$ cat src/rtl/bspa_ram.sv
module bspa_ram #(
    parameter int WIDTH = 64,
    parameter int DEPTH = 64
) (
    input  logic                     aclk,
    input  logic                     we,
    input  logic [$clog2(DEPTH)-1:0] waddr,
    input  logic [WIDTH-1:0]         wdata,
    input  logic [$clog2(DEPTH)-1:0] raddr,
    output logic [WIDTH-1:0]         rdata
);

    logic [WIDTH-1:0] mem [DEPTH];

    always_ff @(posedge aclk) begin
        if (we) begin
            mem[waddr] <= wdata;
        end
        rdata <= mem[raddr];
    end

endmodule

$ cat config.mk
export PLATFORM = sky130hd
export DESIGN_NAME = bspa_ram
export DESIGN_NICKNAME = d
export VERILOG_FILES = /design/src/rtl/bspa_ram.sv
export SDC_FILE = /design/constraint.sdc
export NUM_CORES = 2
export LEC_CHECK = 0
export ABC_AREA = 1
export BUFFER_PORTS_ARGS = -buffer_cell sky130_fd_sc_hd__buf_2
export CAP_MARGIN = 20
export CORE_ASPECT_RATIO = 1.4
export CORE_MARGIN = 2
export CORE_UTILIZATION = 36
export DETAILED_ROUTE_END_ITERATION = 7
export PLACE_DENSITY = 0.55
export SYNTH_ARGS = -nofsm -noshare
export SYNTH_HDL_FRONTEND = slang
export SYNTH_SLANG_ARGS = --single-unit
export TNS_END_PERCENT = 30
$ cat constraint.sdc
create_clock -name aclk -period 9.9 [get_ports aclk]
set_input_delay 1.98 -clock aclk [delete_from_list [all_inputs] [get_ports aclk]]
set_output_delay 1.98 -clock aclk [all_outputs]
set_load 0.02 [all_outputs]
# ---- After elaboration in Yosys (flattened, before gate mapping)
# Memories as Yosys holds them, arrays and structs flattened. A register that Yosys moved wholly into a read port is not among the register bits.
# Cells that the tools add are included.
dict set report classes {
  n_mux 2
}
# op n
set ops {}
lappend ops {{$mux 1} 2}
dict set report totals {
  input_bits 78
  ramBits 4096
  mem_count 1
  wordCells 3
  ff_bits 0
  output_inout_bits 64
}
# memory depth width rd rd_ports_with_merged_regs write_ports line
set mem_list {}
lappend mem_list {mem 64 64 1 1 1 13} ;# logic [WIDTH-1:0] mem [DEPTH];

# ---- Longest topological paths before layout
dict set report depth {
  ltp_word 2
  mapped_depth 13
  depth_no_buf 9
}

# ---- Worst setup path before layout
# Ideal clock, no wire load.
dict set report synth_path {
  path_type {input -> register}
  start {input we}
  end {memory mem[48][0], enable pin}
  t_required_ns 9.254
  arrival_ns 8.616
  setup_slack_ns 0.638
  cell_stages 3
  path_buffers 1
  setup_ns 0.646
  cell_sequence {clkbuf_1 nand4_1 nor4_1}
}
dict set report synth_between {
  elab_chain_len 2
}
# item line
set synth_rtl {}
lappend synth_rtl {{from (decl)} 6} ;# input logic we,
lappend synth_rtl {{$mux 1} 16} ;# if (we) begin
lappend synth_rtl {{$mux 1 (implied by the code)} 17} ;# mem[waddr] <= wdata;
lappend synth_rtl {{to (decl)} 13}
# Every way passes these cells.

==> report_table.html <==
<table>
<tr><th>Metric</th><th>Value</th></tr>
<tr><th colspan="2">Status</th></tr>
<tr><td>Status</td><td>completed</td></tr>
<tr><th colspan="2">Global route</th></tr>
<tr><td>Via count of the first global-routing pass</td><td>~100k</td></tr>
<tr><td>Fraction of met2 tracks used by global routing</td><td>39.8%</td></tr>
<tr><td>GRT Residual Overflow</td><td>0</td></tr>
<tr><td>Met1 demand-to-capacity share in global routing</td><td>between 30 and 40%</td></tr>
<tr><td>Peak-usage layer in the global routing report</td><td>met2</td></tr>
<tr><td>Largest net degree at the start of global routing</td><td>roughly 180</td></tr>
<tr><td>Antenna violations before repair</td><td>50</td></tr>
<tr><td>GR met3 Demand/Resource</td><td>3.01%</td></tr>
<tr><td>GRT Overall Usage</td><td>approximately a quarter</td></tr>
<tr><td>Global-route wire length before repair</td><td>780000 um</td></tr>
<tr><th colspan="2">Floorplan</th></tr>
<tr><td>Floorplan die height</td><td>between 800 and 900 um</td></tr>
<tr><td>Die X-Extent</td><td>about 580 um</td></tr>
<tr><td>Initial standard-cell utilization of the core</td><td>between 30% and 40%</td></tr>
<tr><td>Number of primary I/O pins</td><td>142</td></tr>
<tr><td>Standard-cell row count</td><td>approximately 300</td></tr>
<tr><td>Core Footprint</td><td>458000 um^2</td></tr>
<tr><td>Die area</td><td>between 400000 and 500000 um^2</td></tr>
<tr><th colspan="2">Setup path</th></tr>
<tr><td>Kind of start point of the critical path</td><td>input port</td></tr>
<tr><td>Setup crit end kind</td><td>register</td></tr>
<tr><td>Worst r2r dst</td><td>rdata[23]$_DFF_P_</td></tr>
<tr><td>R2R depth</td><td>8</td></tr>
<tr><td>CP max FO</td><td>between 70 and 80</td></tr>
<tr><td>Worst Path Class, Setup</td><td>in -&gt; reg</td></tr>
<tr><td>RR Startpoint</td><td>mem[25][23]$_DFFE_PP_</td></tr>
<tr><td>Worst endpoint data arrival time</td><td>5.44 ns</td></tr>
<tr><td>Worst reg2reg setup slack</td><td>8.25 ns</td></tr>
<tr><td>WP data required</td><td>10.74 ns</td></tr>
<tr><th colspan="2">Clocking</th></tr>
<tr><td>Clock latency reported for the late side of the worst-skew pair</td><td>0.94 ns</td></tr>
<tr><td>Inserted Clock Buffers</td><td>slightly below 400</td></tr>
<tr><td>Number of hold buffers added after cts</td><td>0</td></tr>
<tr><td>Number of levels the H-tree was split into</td><td>5</td></tr>
<tr><td>Clock transition time at the flip-flop clock pins of the worst setup and hold paths</td><td>~0.07 ns</td></tr>
<tr><td>Clock tree from TritonCTS</td><td>done</td></tr>
<tr><td>Clock sinks</td><td>about 4200</td></tr>
<tr><td>Clk Tree Root Cell</td><td>sky130_fd_sc_hd__clkbuf_16</td></tr>
<tr><td>Resized cells post-CTS</td><td>0</td></tr>
<tr><td>Maximum root-to-sink buffer count</td><td>4</td></tr>
<tr><td>Setup repair bufs after CTS</td><td>0</td></tr>
<tr><th colspan="2">Route</th></tr>
<tr><td>Routed len/inst</td><td>roughly 28 um</td></tr>
<tr><td>DR DRC count</td><td>0</td></tr>
<tr><td>Detailed-route wire length</td><td>around 560000 um</td></tr>
<tr><td>Number of detailed-route iterations in the first pass</td><td>7</td></tr>
<tr><td>Routed Antenna Nets</td><td>0</td></tr>
<tr><td>Average via count per standard cell</td><td>approximately 5.6</td></tr>
<tr><td>Drt initial violations</td><td>around 13000</td></tr>
<tr><td>Total number of vias</td><td>110000</td></tr>
<tr><th colspan="2">Power</th></tr>
<tr><td>Power density relative to cell area</td><td>~200 nW/um^2</td></tr>
<tr><td>Max rail drop VDD</td><td>approximately 140 uV</td></tr>
<tr><td>Total power</td><td>36700 uW</td></tr>
<tr><td>Static Leakage</td><td>around 0.064 uW</td></tr>
<tr><th colspan="2">Logic synthesis</th></tr>
<tr><td>Post-synth net total</td><td>between 10000 and 15000</td></tr>
<tr><td>Cell area after technology mapping</td><td>~170000 um^2</td></tr>
<tr><td>Area share of the largest cell type after synthesis</td><td>around three quarters</td></tr>
<tr><td>Sequential area share after synthesis</td><td>around 75%</td></tr>
<tr><td>Count of flip-flops with a built-in enable after synthesis</td><td>~4100</td></tr>
<tr><td>Most common cell in the synthesized netlist</td><td>sky130_fd_sc_hd__nand2_1</td></tr>
<tr><td>Syn_area_per_cell</td><td>~12 um^2</td></tr>
<tr><td>List of most frequent post-synthesis cells</td><td>4416 x sky130_fd_sc_hd__nand2_1, 4096 x sky130_fd_sc_hd__edfxtp_1, 3847 x sky130_fd_sc_hd__nand3_1, 501 x sky130_fd_sc_hd__buf_2, 147 x sky130_fd_sc_hd__clkbuf_1</td></tr>
<tr><td>Number of instances in the synthesized netlist</td><td>between 10000 and 15000</td></tr>
<tr><td>Post-synthesis async set-or-reset flop share</td><td>0%</td></tr>
<tr><td>Library cell with the largest summed area after synthesis</td><td>sky130_fd_sc_hd__edfxtp_1</td></tr>
<tr><td>Commonest register cell after synthesis</td><td>sky130_fd_sc_hd__edfxtp_1</td></tr>
<tr><td>Count of warnings emitted by yosys</td><td>0</td></tr>
<tr><td>Number of synthesized register bits</td><td>~4200</td></tr>
<tr><td>Number of distinct library cells after synthesis</td><td>16</td></tr>
<tr><td>Synth top area cells</td><td>sky130_fd_sc_hd__edfxtp_1 74%, sky130_fd_sc_hd__nand3_1 12%, sky130_fd_sc_hd__nand2_1 10%, sky130_fd_sc_hd__buf_2 1.5%, sky130_fd_sc_hd__dfxtp_1 0.78%</td></tr>
<tr><th colspan="2">STA</th></tr>
<tr><td>Unrepaired setup endpoints after global routing</td><td>false</td></tr>
<tr><td>Tightest Pin Transition</td><td>around 1.2 ns</td></tr>
<tr><td>Total setup violations reported at the end of the flow</td><td>0</td></tr>
<tr><td>Maximum clock frequency</td><td>217 MHz</td></tr>
<tr><td>Fin Clk Skew</td><td>0.0332 ns</td></tr>
<tr><td>Max-slew violation count</td><td>0</td></tr>
<tr><td>Count of endpoints failing hold in the final timing report</td><td>0</td></tr>
<tr><td>Final critical-path share of the clock period</td><td>a little under half</td></tr>
<tr><td>Fin crit period</td><td>4.60 ns</td></tr>
<tr><td>Sum Neg Setup Slack</td><td>0 ns</td></tr>
<tr><td>Worst slew margin relative to its limit</td><td>18.2%</td></tr>
<tr><th colspan="2">Finish</th></tr>
<tr><td>Relative area change from synthesis to final layout</td><td>11.8%</td></tr>
<tr><td>Seq. cell area</td><td>between 100000 and 150000 um^2</td></tr>
<tr><td>Total area of multi-input combinational cells</td><td>36600 um^2</td></tr>
<tr><td>Layout filler cell count</td><td>approximately 43000</td></tr>
<tr><td>Post-Route Utilization</td><td>40.4%</td></tr>
<tr><td>Layout cells sized above 1</td><td>under 10%</td></tr>
<tr><td>Final net count</td><td>13400</td></tr>
<tr><th colspan="2">Min path</th></tr>
<tr><td>Min-delay worst type</td><td>reg -&gt; reg</td></tr>
<tr><td>Hold Path Cell Cnt</td><td>8</td></tr>
<tr><td>Startpoint of the most critical hold path</td><td>mem[28][6]$_DFFE_PP_</td></tr>
<tr><td>Hold EP</td><td>rdata[6]$_DFF_P_</td></tr>
<tr><th colspan="2">Placed design</th></tr>
<tr><td>Routability-driven placement congestion ratio</td><td>roughly 0.78</td></tr>
<tr><td>Final HPWL from detailed placement</td><td>~280000 um</td></tr>
<tr><td>Port Buffer Count</td><td>~140</td></tr>
<tr><th colspan="2">Flow run</th></tr>
<tr><td>Max cap viols</td><td>0</td></tr>
</table>
## layout make-up
type,count,share of cell area [%]
Inverter,12,0.0569
Multi-Input combinational cell,8336,19.8
Sequential cell,4160,67.3
Tap cell,6068,4.11
Timing Repair Buffer,449,2.03
Clock buffer,530,5.83
Antenna cell,21,0.0284
Clock inverter,177,0.886
## critical path, cell delays in order
cell                      delay (ns)
sky130_fd_sc_hd__buf_8          0.48
sky130_fd_sc_hd__buf_4          0.59
sky130_fd_sc_hd__buf_4          0.76
sky130_fd_sc_hd__buf_4          0.69
sky130_fd_sc_hd__nand3_1        0.15
sky130_fd_sc_hd__nand3_1        0.11
sky130_fd_sc_hd__nand3_1        0.10
sky130_fd_sc_hd__nand3_1        0.17
sky130_fd_sc_hd__nand2_1        0.08
sky130_fd_sc_hd__nand2_1        0.07
sky130_fd_sc_hd__nand2_1        0.06
## layout by cell type (no fill, tap or decap), types with 6 or more instances in the layout
cell type                    synthesis  final
sky130_fd_sc_hd__buf_12              0     54
sky130_fd_sc_hd__buf_2             501    135
sky130_fd_sc_hd__buf_4             134    255
sky130_fd_sc_hd__bufinv_16           0     28
sky130_fd_sc_hd__clkbuf_1          147    104
sky130_fd_sc_hd__clkbuf_16           0    401
sky130_fd_sc_hd__clkbuf_8            0     25
sky130_fd_sc_hd__clkinv_1            0     52
sky130_fd_sc_hd__clkinv_2            0     72
sky130_fd_sc_hd__clkinvlp_4          0      9
sky130_fd_sc_hd__dfxtp_1            64     64
sky130_fd_sc_hd__diode_2             0     21
sky130_fd_sc_hd__edfxtp_1         4096   4096
sky130_fd_sc_hd__inv_1               8      6
sky130_fd_sc_hd__inv_6               0     11
sky130_fd_sc_hd__nand2_1          4416   4416
sky130_fd_sc_hd__nand3_1          3847   3847
sky130_fd_sc_hd__nand4_1             9      9
sky130_fd_sc_hd__nor2_4              0     56
sky130_fd_sc_hd__nor4_2              0      8
## stage by stage
stage               cell area (um^2)  setup slack, ns  hold WS, ns  instances
floorplan                     165000            0.638        0.721      13400
finish                        185000             5.30        0.788      19800
detailed placement            172000             4.41        0.769      19000
global placement              172000             4.37        0.757      19000
global route                  185000             5.19        0.856      19700
CTS                           184000             5.41        0.790      19700
## worst max path at each step
stage,depth (start not counted),end,slack (ns),startpoint
2_1_floorplan,3,mem[48][0]$_DFFE_PP_,0.64,we
3_3_place_gp,11,rdata[20]$_DFF_P_,4.37,raddr[1]
3_5_place_dp,11,rdata[20]$_DFF_P_,4.41,raddr[1]
4_1_cts,11,rdata[20]$_DFF_P_,5.41,raddr[1]
5_1_grt,11,rdata[2]$_DFF_P_,5.19,raddr[1]
6_report,11,rdata[49]$_DFF_P_,5.30,raddr[1]
## cells by family (layout without fill, tap and decap cells)
logic type / after synthesis / after routing / share of synthesized area [%]
and+or+nand+nor: 8336 / 8336 / 21.9
DFF: 4160 / 4160 / 75.2
buffers and inverters: 909 / 1168 / 2.95
other: 0 / 21 / 0
## where the power goes
group,total (uW),switching (uW),internal (uW)
combinational,2160,1640,512
clock,14900,6580,8350
sequential,19600,104,19500
total,36700,8330,28300
## routing by layer
metal	wire, um	up-vias
met5	122	-
met3	41300	1045
met4	21700	20
met2	274000	4822
li1	-	47700
met1	220000	56100
## state kept, by name, indices dropped and copies added, names as in the netlist
| name | flops |
|---|---|
| mem | 4096 |
| rdata | 64 |
No activity file was read; power rests on OpenSTA's default activity.
